==> src/pim_pkg.sv <==
// pim_pkg: shared types and constants for the pwm input capture meter
// no dependencies; imported by pim_div, pim_dp, pim_ctrl and the top level
`default_nettype none

package pim_pkg;

    // event codes
    typedef logic [1:0] opcode_t;
    localparam opcode_t OP_OVERFLOW = 2'd0;
    localparam opcode_t OP_RISE     = 2'd1;
    localparam opcode_t OP_FALL     = 2'd2;

    localparam int unsigned WORD_W    = 32;
    localparam int unsigned DUTY_W    = 7;
    localparam int unsigned CAP_IN_W  = 16;
    localparam int unsigned PROD_W    = WORD_W + DUTY_W;   // high_ticks * 100
    localparam int unsigned STEP_W    = 6;                 // holds WORD_W

    localparam logic [WORD_W-1:0] CLOCK_HZ_RESET = 32'd48000000;
    localparam logic [DUTY_W-1:0] DUTY_FULL      = 7'd100;
    localparam logic [WORD_W-1:0] TICK_MAX       = 32'hFFFF_FFFF;

    // divider step counts
    localparam logic [STEP_W-1:0] STEPS_FREQ = 6'd32;
    localparam logic [STEP_W-1:0] STEPS_DUTY = 6'd7;

    // controller to datapath
    typedef struct packed {
        logic capture;      // apply the accepted event to the state
        logic prep;         // register high_ticks * 100
        logic start_duty;   // launch the duty division
        logic save_duty;    // keep the duty result
        logic start_freq;   // launch the frequency division
        logic load_out;     // fill the output register
    } pim_cmd_t;

    // datapath to controller
    typedef struct packed {
        logic emit;         // last event produces a result
        logic clamp;        // high time not below period
        logic div_busy;
        logic out_free;     // output register can take a result
    } pim_status_t;

endpackage

`default_nettype wire

==> src/pwm_input_capture_meter.sv <==
// pwm_input_capture_meter: top level, pwm period/high-time meter from timer events
// depends on pim_pkg, pim_ctrl, pim_dp (and pim_div below it)
//
// channel   direction  handshake            payload
// -------   ---------  -------------------  ---------------------------------------------
// in        sink       in_valid / in_stall  opcode, capture_value
// out       source     out_valid/out_stall  duty_percent, frequency_hz, measurement_count
// cfg       sink       cfg_write_en         cfg_write_data (clock_hz)
//
// one event at a time; a transaction that yields no result frees the input once the check state returns to idle
// a result is dominated by the shared restoring divider: 7 steps for duty (skipped when the
// duty clamps to 100), then 32 steps for clock_hz / period
// the finished result sits in an output register, so the next event is taken while it waits
// asynchronous active-low reset clears all measurement state; clock_hz returns to 48 MHz
`default_nettype none

module pwm_input_capture_meter
#(
    parameter int unsigned CAPTURE_BITS  = 16,   // timer counter width, 8..32
    parameter int unsigned OVERFLOW_BITS = 16    // overflow counter width, 4..32
)
(
    input  wire logic                            clk,
    input  wire logic                            rst_n,
    // configuration
    input  wire logic                            cfg_write_en,
    input  wire logic [pim_pkg::WORD_W-1:0]      cfg_write_data,
    // event input
    input  wire logic                            in_valid,
    output      logic                            in_stall,
    input  wire pim_pkg::opcode_t                opcode,
    input  wire logic [pim_pkg::CAP_IN_W-1:0]    capture_value,
    // measurement output
    output      logic                            out_valid,
    input  wire logic                            out_stall,
    output      logic [pim_pkg::DUTY_W-1:0]      duty_percent,
    output      logic [pim_pkg::WORD_W-1:0]      frequency_hz,
    output      logic [pim_pkg::WORD_W-1:0]      measurement_count
);
    import pim_pkg::*;

    pim_cmd_t    cmd;
    pim_status_t status;

    // sequencer: accepts an event only when the previous one is fully processed
    pim_ctrl u_ctrl
    (
        .clk      (clk),
        .rst_n    (rst_n),
        .in_valid (in_valid),
        .in_stall (in_stall),
        .status   (status),
        .cmd      (cmd)
    );

    // datapath: overflow/period/high state, divider and output register
    pim_dp
    #(
        .CAPTURE_BITS  (CAPTURE_BITS),
        .OVERFLOW_BITS (OVERFLOW_BITS)
    )
    u_dp
    (
        .clk               (clk),
        .rst_n             (rst_n),
        .cmd               (cmd),
        .status            (status),
        .cfg_write_en      (cfg_write_en),
        .cfg_write_data    (cfg_write_data),
        .opcode            (opcode),
        .capture_value     (capture_value),
        .out_valid         (out_valid),
        .out_stall         (out_stall),
        .duty_percent      (duty_percent),
        .frequency_hz      (frequency_hz),
        .measurement_count (measurement_count)
    );

endmodule

`default_nettype wire

==> src/pim_div.sv <==
// pim_div: iterative restoring divider, one quotient bit per cycle
// depends on pim_pkg
`default_nettype none

module pim_div
(
    input  wire logic                         clk,
    input  wire logic                         rst_n,
    input  wire logic                         start,
    input  wire logic [pim_pkg::STEP_W-1:0]   steps,
    input  wire logic [pim_pkg::WORD_W-1:0]   rem_init,
    input  wire logic [pim_pkg::WORD_W-1:0]   dividend,
    input  wire logic [pim_pkg::WORD_W-1:0]   divisor,
    output      logic                         busy,
    output      logic [pim_pkg::WORD_W-1:0]   quotient
);
    import pim_pkg::*;

    logic [STEP_W-1:0] cnt_reg, cnt_next;
    logic [WORD_W-1:0] rem_reg, rem_next;
    logic [WORD_W-1:0] quo_reg, quo_next;
    logic [WORD_W+1:0] diff;

    assign busy     = (cnt_reg != '0);
    assign quotient = quo_reg;

    // trial subtract of the divisor from the shifted remainder
    assign diff = {1'b0, rem_reg, quo_reg[WORD_W-1]} - {2'b00, divisor};

    always_comb
    begin
        cnt_next = cnt_reg;
        rem_next = rem_reg;
        quo_next = quo_reg;
        if (start)
        begin
            cnt_next = steps;
            rem_next = rem_init;
            quo_next = dividend;
        end
        else if (busy)
        begin
            cnt_next = cnt_reg - 1'b1;
            if (diff[WORD_W+1])
            begin
                rem_next = {rem_reg[WORD_W-2:0], quo_reg[WORD_W-1]};
            end
            else
            begin
                rem_next = diff[WORD_W-1:0];
            end
            quo_next = {quo_reg[WORD_W-2:0], ~diff[WORD_W+1]};
        end
    end

    always_ff @(posedge clk or negedge rst_n)
    begin
        if (!rst_n)
        begin
            cnt_reg <= '0;
        end
        else
        begin
            cnt_reg <= cnt_next;
        end
    end

    always_ff @(posedge clk)
    begin
        rem_reg <= rem_next;
        quo_reg <= quo_next;
    end

endmodule

`default_nettype wire

==> src/pim_dp.sv <==
// pim_dp: measurement state, tick assembly, duty/frequency arithmetic, output register
// depends on pim_pkg and pim_div
`default_nettype none

module pim_dp
#(
    parameter int unsigned CAPTURE_BITS  = 16,
    parameter int unsigned OVERFLOW_BITS = 16
)
(
    input  wire logic                           clk,
    input  wire logic                           rst_n,
    input  wire pim_pkg::pim_cmd_t              cmd,
    output      pim_pkg::pim_status_t           status,
    input  wire logic                           cfg_write_en,
    input  wire logic [pim_pkg::WORD_W-1:0]     cfg_write_data,
    input  wire pim_pkg::opcode_t               opcode,
    input  wire logic [pim_pkg::CAP_IN_W-1:0]   capture_value,
    output      logic                           out_valid,
    input  wire logic                           out_stall,
    output      logic [pim_pkg::DUTY_W-1:0]     duty_percent,
    output      logic [pim_pkg::WORD_W-1:0]     frequency_hz,
    output      logic [pim_pkg::WORD_W-1:0]     measurement_count
);
    import pim_pkg::*;

    localparam int unsigned TICK_W = OVERFLOW_BITS + CAPTURE_BITS;
    localparam int unsigned WIDE_W = 2 * WORD_W;

    logic [OVERFLOW_BITS-1:0] ovf_reg, ovf_next;
    logic [WORD_W-1:0]        period_reg, period_next;
    logic [WORD_W-1:0]        high_reg, high_next;
    logic [WORD_W-1:0]        count_reg, count_next;
    logic [WORD_W-1:0]        clock_reg;
    logic                     emit_reg, emit_next;
    logic                     out_valid_reg, out_valid_next;
    logic [PROD_W-1:0]        prod_reg;
    logic [DUTY_W-1:0]        duty_reg;
    logic [DUTY_W-1:0]        duty_out_reg;
    logic [WORD_W-1:0]        freq_out_reg;

    logic [WORD_W-1:0]        cap_ext;
    logic [CAPTURE_BITS-1:0]  cap_field;
    logic [TICK_W-1:0]        ticks_wide;
    logic [WIDE_W-1:0]        ticks_ext;
    logic [WORD_W-1:0]        ticks;

    logic                     div_start;
    logic [STEP_W-1:0]        div_steps;
    logic [WORD_W-1:0]        div_rem_init;
    logic [WORD_W-1:0]        div_dividend;
    logic                     div_busy;
    logic [WORD_W-1:0]        div_quo;

    // overflows above the capture field, saturated to 32 bits
    assign cap_ext    = WORD_W'(capture_value);
    assign cap_field  = cap_ext[CAPTURE_BITS-1:0];
    assign ticks_wide = {ovf_reg, cap_field};
    assign ticks_ext  = WIDE_W'(ticks_wide);
    assign ticks      = (|ticks_ext[WIDE_W-1:WORD_W]) ? TICK_MAX : ticks_ext[WORD_W-1:0];

    always_comb
    begin
        ovf_next    = ovf_reg;
        period_next = period_reg;
        high_next   = high_reg;
        emit_next   = emit_reg;
        if (cmd.capture)
        begin
            emit_next = 1'b1;
            case (opcode)
                OP_OVERFLOW: ovf_next = ovf_reg + 1'b1;
                OP_RISE:
                begin
                    period_next = ticks;
                    ovf_next    = '0;
                end
                OP_FALL:     high_next = ticks;
                default:     emit_next = 1'b0;
            endcase
            if (period_next == '0)
            begin
                emit_next = 1'b0;
            end
        end
    end

    // shared divider: duty runs 7 steps on the top of high*100, frequency 32 steps
    assign div_start    = cmd.start_duty | cmd.start_freq;
    assign div_steps    = cmd.start_duty ? STEPS_DUTY : STEPS_FREQ;
    assign div_rem_init = cmd.start_duty ? prod_reg[PROD_W-1:DUTY_W] : '0;
    assign div_dividend = cmd.start_duty ? {prod_reg[DUTY_W-1:0], {(WORD_W-DUTY_W){1'b0}}}
                                         : clock_reg;

    pim_div u_div
    (
        .clk      (clk),
        .rst_n    (rst_n),
        .start    (div_start),
        .steps    (div_steps),
        .rem_init (div_rem_init),
        .dividend (div_dividend),
        .divisor  (period_reg),
        .busy     (div_busy),
        .quotient (div_quo)
    );

    assign status.emit     = emit_reg;
    assign status.clamp    = (high_reg >= period_reg);
    assign status.div_busy = div_busy;
    assign status.out_free = ~out_valid_reg | ~out_stall;

    always_comb
    begin
        count_next     = count_reg;
        out_valid_next = out_valid_reg;
        if (cmd.load_out)
        begin
            count_next     = count_reg + 1'b1;
            out_valid_next = 1'b1;
        end
        else if (out_valid_reg && !out_stall)
        begin
            out_valid_next = 1'b0;
        end
    end

    always_ff @(posedge clk or negedge rst_n)
    begin
        if (!rst_n)
        begin
            ovf_reg       <= '0;
            period_reg    <= '0;
            high_reg      <= '0;
            count_reg     <= '0;
            clock_reg     <= CLOCK_HZ_RESET;
            emit_reg      <= 1'b0;
            out_valid_reg <= 1'b0;
        end
        else
        begin
            ovf_reg       <= ovf_next;
            period_reg    <= period_next;
            high_reg      <= high_next;
            count_reg     <= count_next;
            emit_reg      <= emit_next;
            out_valid_reg <= out_valid_next;
            if (cfg_write_en)
            begin
                clock_reg <= cfg_write_data;
            end
        end
    end

    always_ff @(posedge clk)
    begin
        if (cmd.prep)
        begin
            prod_reg <= PROD_W'(high_reg) * PROD_W'(DUTY_FULL);
        end
        if (cmd.save_duty)
        begin
            duty_reg <= status.clamp ? DUTY_FULL : div_quo[DUTY_W-1:0];
        end
        if (cmd.load_out)
        begin
            duty_out_reg <= duty_reg;
            freq_out_reg <= div_quo;
        end
    end

    assign out_valid         = out_valid_reg;
    assign duty_percent      = duty_out_reg;
    assign frequency_hz      = freq_out_reg;
    assign measurement_count = count_reg;

endmodule

`default_nettype wire

==> src/pim_ctrl.sv <==
// pim_ctrl: sequencer for event capture, the two divisions and the result hand-off
// depends on pim_pkg
`default_nettype none

module pim_ctrl
(
    input  wire logic                  clk,
    input  wire logic                  rst_n,
    input  wire logic                  in_valid,
    output      logic                  in_stall,
    input  wire pim_pkg::pim_status_t  status,
    output      pim_pkg::pim_cmd_t     cmd
);
    import pim_pkg::*;

    localparam logic [2:0] S_IDLE       = 3'd0;
    localparam logic [2:0] S_CHECK      = 3'd1;
    localparam logic [2:0] S_DUTY_START = 3'd2;
    localparam logic [2:0] S_DUTY_WAIT  = 3'd3;
    localparam logic [2:0] S_FREQ_START = 3'd4;
    localparam logic [2:0] S_FREQ_WAIT  = 3'd5;
    localparam logic [2:0] S_OUTPUT     = 3'd6;

    logic [2:0] state_reg, state_next;

    assign in_stall = (state_reg != S_IDLE);

    always_comb
    begin
        state_next = state_reg;
        cmd        = '0;
        case (state_reg)
            S_IDLE:
            begin
                if (in_valid)
                begin
                    cmd.capture = 1'b1;
                    state_next  = S_CHECK;
                end
            end
            S_CHECK:
            begin
                if (!status.emit)
                begin
                    state_next = S_IDLE;
                end
                else if (status.clamp)
                begin
                    cmd.save_duty = 1'b1;
                    state_next    = S_FREQ_START;
                end
                else
                begin
                    cmd.prep   = 1'b1;
                    state_next = S_DUTY_START;
                end
            end
            S_DUTY_START:
            begin
                cmd.start_duty = 1'b1;
                state_next     = S_DUTY_WAIT;
            end
            S_DUTY_WAIT:
            begin
                if (!status.div_busy)
                begin
                    cmd.save_duty = 1'b1;
                    state_next    = S_FREQ_START;
                end
            end
            S_FREQ_START:
            begin
                cmd.start_freq = 1'b1;
                state_next     = S_FREQ_WAIT;
            end
            S_FREQ_WAIT:
            begin
                if (!status.div_busy)
                begin
                    state_next = S_OUTPUT;
                end
            end
            S_OUTPUT:
            begin
                if (status.out_free)
                begin
                    cmd.load_out = 1'b1;
                    state_next   = S_IDLE;
                end
            end
            default:
            begin
                state_next = S_IDLE;
            end
        endcase
    end

    always_ff @(posedge clk or negedge rst_n)
    begin
        if (!rst_n)
        begin
            state_reg <= S_IDLE;
        end
        else
        begin
            state_reg <= state_next;
        end
    end

endmodule

`default_nettype wire

==> config.mk <==
export PLATFORM = sky130hd
export DESIGN_NAME = pwm_input_capture_meter
export DESIGN_NICKNAME = d
export VERILOG_FILES = /design/src/pim_pkg.sv /design/src/pwm_input_capture_meter.sv /design/src/pim_div.sv /design/src/pim_dp.sv /design/src/pim_ctrl.sv
export SDC_FILE = /design/constraint.sdc
export NUM_CORES = 1
export LEC_CHECK = 0
export BUFFER_PORTS_ARGS = -buffer_cell sky130_fd_sc_hd__buf_4
export CAP_MARGIN = 10
export CORE_ASPECT_RATIO = 1.5
export CORE_MARGIN = 4
export CORE_UTILIZATION = 55
export DETAILED_ROUTE_END_ITERATION = 6
export PLACE_DENSITY = 0.76
export SYNTH_ARGS = -nofsm -noshare
export SYNTH_HDL_FRONTEND = slang
export SYNTH_SLANG_ARGS = --single-unit
==> constraint.sdc <==
create_clock -name clk -period 5.7 [get_ports clk]
set_input_delay 0.855 -clock clk [delete_from_list [all_inputs] [get_ports clk]]
set_output_delay 0.855 -clock clk [all_outputs]
set_load 0.03 [all_outputs]
## Word level (Yosys, flattened, before mapping)

Index checks and enable logic that the tools add are counted.

- Output and inout port bits: 73
- Register bits: 302
- Word-level logic and storage cells: 89
- Input port bits: 55

- Muxes and demuxes: 37
- Equality and inequality tests: 12
- Add/sub/neg operators: 4
- Multipliers: 1
- Reductions and logical operators: 14
- $lt $le $gt $ge: 1
- Bitwise logic cells: 5

Operators with widths:

| kind | count |
|---|---|
| $mux W32 | 9 |
| $mul A32 B5 Y37 const B | 1 |
| $sub A33 B32 Y34 | 1 |
| $add A32 B1 Y32 const B | 1 |
| $ge A32 B32 Y1 | 1 |
| $logic_not A32 Y1 | 1 |
| $pmux W16 S2 | 1 |
| $pmux W3 S7 | 1 |
| $mux W3 | 6 |
| $mux W6 | 3 |
| $add A16 B1 Y16 const B | 1 |
| $mux W1 | 16 |
| $eq A3 B3 Y1 const B | 3 |
| $ne A2 B2 Y1 const B | 4 |
| $eq A3 B2 Y1 const B | 2 |
| $reduce_bool A2 Y1 | 3 |
| $reduce_bool A6 Y1 | 1 |
| $sub A6 B1 Y6 const B | 1 |
| $reduce_and A2 Y1 | 2 |
| $reduce_and A4 Y1 | 1 |
| $eq A3 B1 Y1 const B | 1 |
| $logic_not A3 Y1 | 1 |
| $not A1 Y1 | 3 |
| $reduce_bool A3 Y1 | 1 |
| other kinds (8) | 9 |

## Longest topological paths before layout

- Depth after elaboration: 5
- Mapped depth: 16
- Gate-level depth less buffers: 15

## Cells and area by module

A second synthesis with hierarchy kept.

- Cell total of the unflattened synthesis: 1742
- Area, all modules: 18602.8 sq um

Modules (own cells, without submodules):

| module | sequential area each (sq um) | cells each | area an instance (sq um) | instances |
|---|---|---|---|---|
| pim_dp | 6158.4 | 1186 | 13106.3 | 1 |
| pim_div | 2072.0 | 524 | 5236.3 | 1 |
| pim_ctrl | 75.1 | 32 | 260.2 | 1 |

## Least setup slack after synthesis

No wires, ideal clock.

- Kind: reg2reg
- Start: register u_dp.high_reg[9]
- End: register u_dp.prod_reg[10], enable pin
- Setup time: 479 ps
- Period minus slack after synthesis: 4800 ps
- Buffers on the path: 0
- Cell stages (with the launch flop): 9
- Data arrival time: 4321 ps
- Data required time: 5221 ps
- Slack: 900 ps
- Cells stage by stage: dfrtp_1 -> ha_1 -> a21o_1 -> a21o_1 -> a221oi_1 -> o21ai_0 -> a21oi_1 -> a311oi_1 -> nor3_1

RTL lines:

| element | RTL line | text |
|---|---|---|
| start: declaration | pim_dp.sv:32 | `logic [WORD_W-1:0] high_reg, high_next;` |
| start signal: assignment | pim_dp.sv:144 | `high_reg <= high_next;` |
| end signal: assignment | pim_dp.sv:159 | `prod_reg <= PROD_W'(high_reg) * PROD_W'(DUTY_FULL);` |
| end: declaration | pim_dp.sv:37 | `logic [PROD_W-1:0] prod_reg;` |

## Final worst setup path

- Start: register u_dp.high_reg[8]
- End: register u_dp.prod_reg[37], data pin

- Cells in the longest elaborated chain, start to end: 1

Ends and longest elaborated chain:

| element | RTL line |
|---|---|
| $mul A32 B5 Y37 | pim_dp.sv:159 |

No other way between the ends.
A chain may end at the register's enable or synchronous reset.

==> results.txt <==
Footprint of the multi-input gates = 8490 sq um
RSZ-0062 raised after global routing = false
Die Area = 34,900 sq um
CTS tree = built
Die Y = 227 um
Synth Register Bits = 302
Pint = 6440 uW
Startpoint Class = flop
# hold bufs at CTS = 0
Slew headroom = 25.6%
Pin count of the biggest net entering global routing = 61
Worst-margin pin slew = 1.11 ns
Max Cap Violations = 0
Share of cells above drive strength 1 = 17.1%
Critical path capture point = u_dp.prod_reg[37]$_DFFE_PP_
Setup TNS = 0 ns
Buffers on Ports = 127
Vias per inst = 5.73
Total global routing overflow = 0
H-tree levels = 1
Worst EP arrival = 4.46 ns
Synth unique cells = 76
Final setup fails = 0
CTS Buf Count = 29
FILL cells = 2,445
Worst hold path class = in2async
Seq/Total Area, Yosys = 47.3%
Setup Fix Bufs, Post-CTS = 0
Power Density = 549 nW/um^2
Clock transition at path regs = 0.07 ns
Synth top area cells = edfxtp_1, dfrtp_1, ha_1
Comb power frac = 50.0%
Clock latency at the later pin of the worst-skew pair = 0.56 ns
Core Box Area = 31,300 sq um
CP Max Fanout = 5
Final worst path period need = 4.16 ns
Leak pwr = 0.00922 uW
Sequential Power Share = 33.2%
Initial Util = 56.1%
Main synth FF type = edfxtp_1
Vias = 12,357
First-pass GRT wire length = 65.4 mm
F_max = 240 MHz
Synthesized area per cell = 10.9 sq um
Clk buf depth = 3
# DRC = 0
Required @ worst endpoint = 6.00 ns
Fraction of registers with async set/reset = 51.3%
Worst Setup SP = u_dp.high_reg[8]$_DFFE_PN0P_
Synth-to-Final Area Change = 13.0%
Post-Route WL = 40.2 mm
Worst VDD drop = 0.273 mV
Final Hold Fails = 0
FF+latch area = 8310 sq um
Post_cts resized = 0
Worst setup EP type = flop
Dpl cell area = 19,000 sq um
R2R Setup Slk = 1.54 ns
Area leader, netlist = edfxtp_1
WHS = 0.268 ns
Mapped Area = 17,600 sq um
Top-area cell type share of the netlist area = 25.1%
Root Buffer = clkbuf_16
# rows = 79
DIE WIDTH = 154 um
N_diodes = 0
Number of flip-flops in the largest register = 37
DR pass1 iterations = 5
Placer Congestion = 0.921
R2R cell count = 15
Fin crit share = 73.0%
Status = finished clean
Clock power share = 16.8%
Number of global-route vias before repair = 12,707
Reg2reg end = u_dp.prod_reg[37]$_DFFE_PP_
DPL Wire Length = 30.6 mm
Final instance area = 19,900 sq um
YS warnings = 0
Syn_nets = 1,857
Clk sink count = 302
EDFF count, synth = 147
Total track usage = 23.0%
Final Slew Violations = 0
Antenna violations before repair = 1
Gate Count Post-Synth = 1,606
Switching part of the total power = 41.0%
P_sw = 4480 uW
Remaining antenna violation count after routing = 0
Num ports = 128
Crit Reg-Reg Startpoint = u_dp.high_reg[8]$_DFFE_PN0P_
Layout net count = 1,979
Critical path class = reg2reg
Avg WL per Cell = 18.7 um
Initial DRC Count = 699
Skew final = 0.0176 ns
==> power groups by stage <==
| stage | clock network, uW | logic, uW | registers, uW |
|---|---|---|---|
| final | 1830 | 5460 | 3620 |
| after global placement | 0 | 5230 | 3630 |
| after CTS | 1880 | 5440 | 3620 |
| after global routing | 1960 | 6180 | 3690 |
| after floorplan | 0 | 4180 | 3530 |
| after detailed placement | 0 | 5380 | 3650 |
==> how the worst min path moves through the flow <==
stage	from	slack [ns]	to
6_report	rst_n	0.27	u_dp.measurement_count[10]$_DFFE_PN0P_
5_1_grt	rst_n	0.29	u_dp.measurement_count[5]$_DFFE_PN0P_
4_1_cts	rst_n	0.27	u_dp.measurement_count[9]$_DFFE_PN0P_
3_5_place_dp	u_dp.duty_reg[6]$_SDFFCE_PP1P_	0.40	u_dp.duty_percent[6]$_DFFE_PP_
3_3_place_gp	u_dp.duty_reg[3]$_SDFFCE_PP0P_	0.40	u_dp.duty_percent[3]$_DFFE_PP_
2_1_floorplan	u_dp.duty_reg[0]$_SDFFCE_PP0P_	0.40	u_dp.duty_percent[0]$_DFFE_PP_
==> per-layer routing <==
metal	GRT usage, %	up-vias	routed length, um
met1	28.6	6030	16700
li1	-	5961	-
met3	2.72	90	1560
met2	40.6	276	20100
met5	0	-	0
met4	10.2	0	1890
==> worst max-delay path: stages, from the launching register on <==
cell	delay [ns]
dfrtp_1	0.47
ha_1	0.35
ha_1	0.28
inv_1	0.05
fa_1	0.50
inv_1	0.04
ha_1	0.34
and4_1	0.22
and2_1	0.16
a22oi_1	0.19
a31o_2	0.21
nand2_1	0.07
o21ai_0	0.43
o31ai_1	0.21
o41ai_2	0.28
xnor2_1	0.11
==> cells by family (layout without fill, tap and decap cells) <==
logic type,after synthesis,count (layout),synth area share [%]
adders and majority gates,196,196,15.1
buffers and inverters,211,356,4.61
AOI/OAI and AO/OA,337,337,12.5
DFF,302,302,47.3
xor gates and xnor gates,102,102,5.08
muxes,69,69,4.40
and+or+nand+nor,389,389,11.0
==> metrics by stage <==
step                      cells  setup WS [ns]  total power (uW)  util (%)
after floorplan            1606          0.900              7710         -
after global placement     2102           1.68              8860      60.5
after detailed placement   2102           1.58              9030      60.5
after CTS                  2156           1.58             10900      63.4
after global routing       2156           1.32             11800      63.4
final                      2156           1.54             10900      63.4
==> cells in the mapped netlist (4+ instances only) <==
cell type,count
fa_1,28
nand4_1,26
or2_2,4
nand3_2,4
a32oi_1,11
a21o_1,29
nand2_1,142
xnor2_1,64
dfrtp_1,145
ha_1,168
a311oi_1,4
inv_1,161
o21ai_0,102
and3_1,18
buf_2,6
a21oi_1,81
mux2_2,66
nand3b_1,4
o21bai_1,12
nor3_1,13
or3_1,10
buf_1,7
edfxtp_1,147
nor2b_1,9
dfstp_2,10
nor4_1,17
clkbuf_1,35
o21a_1,9
a31oi_1,5
a22o_1,29
xor2_1,38
and2_1,9
nand3_1,25
o211ai_1,4
o31ai_1,5
o221ai_1,4
a22oi_1,6
and4_1,4
nand2b_1,12
nor2_1,80
==> layout by cell type, fill, tap and decap left out, types with 28 or more instances in the layout <==
cell type,synthesis,routed
a21o_1,29,29
a21oi_1,81,81
a22o_1,29,29
buf_4,1,140
clkbuf_16,0,29
dfrtp_1,145,145
edfxtp_1,147,147
fa_1,28,28
ha_1,168,168
inv_1,161,161
mux2_2,66,66
nand2_1,142,141
nor2_1,80,77
o21ai_0,102,102
xnor2_1,64,64
xor2_1,38,38
==> final cells by class <==
| cell class | instances | area share, % |
|---|---|---|
| Clock buffer | 41 | 4.13 |
| Timing Repair Buffer | 141 | 5.35 |
| Multi-Input combinational cell | 1093 | 42.7 |
| Tap cell | 405 | 2.55 |
| Clock inverter | 13 | 0.390 |
| Sequential cell | 302 | 41.8 |
| Inverter | 161 | 3.04 |
No activity file was read; power rests on OpenSTA's default activity.
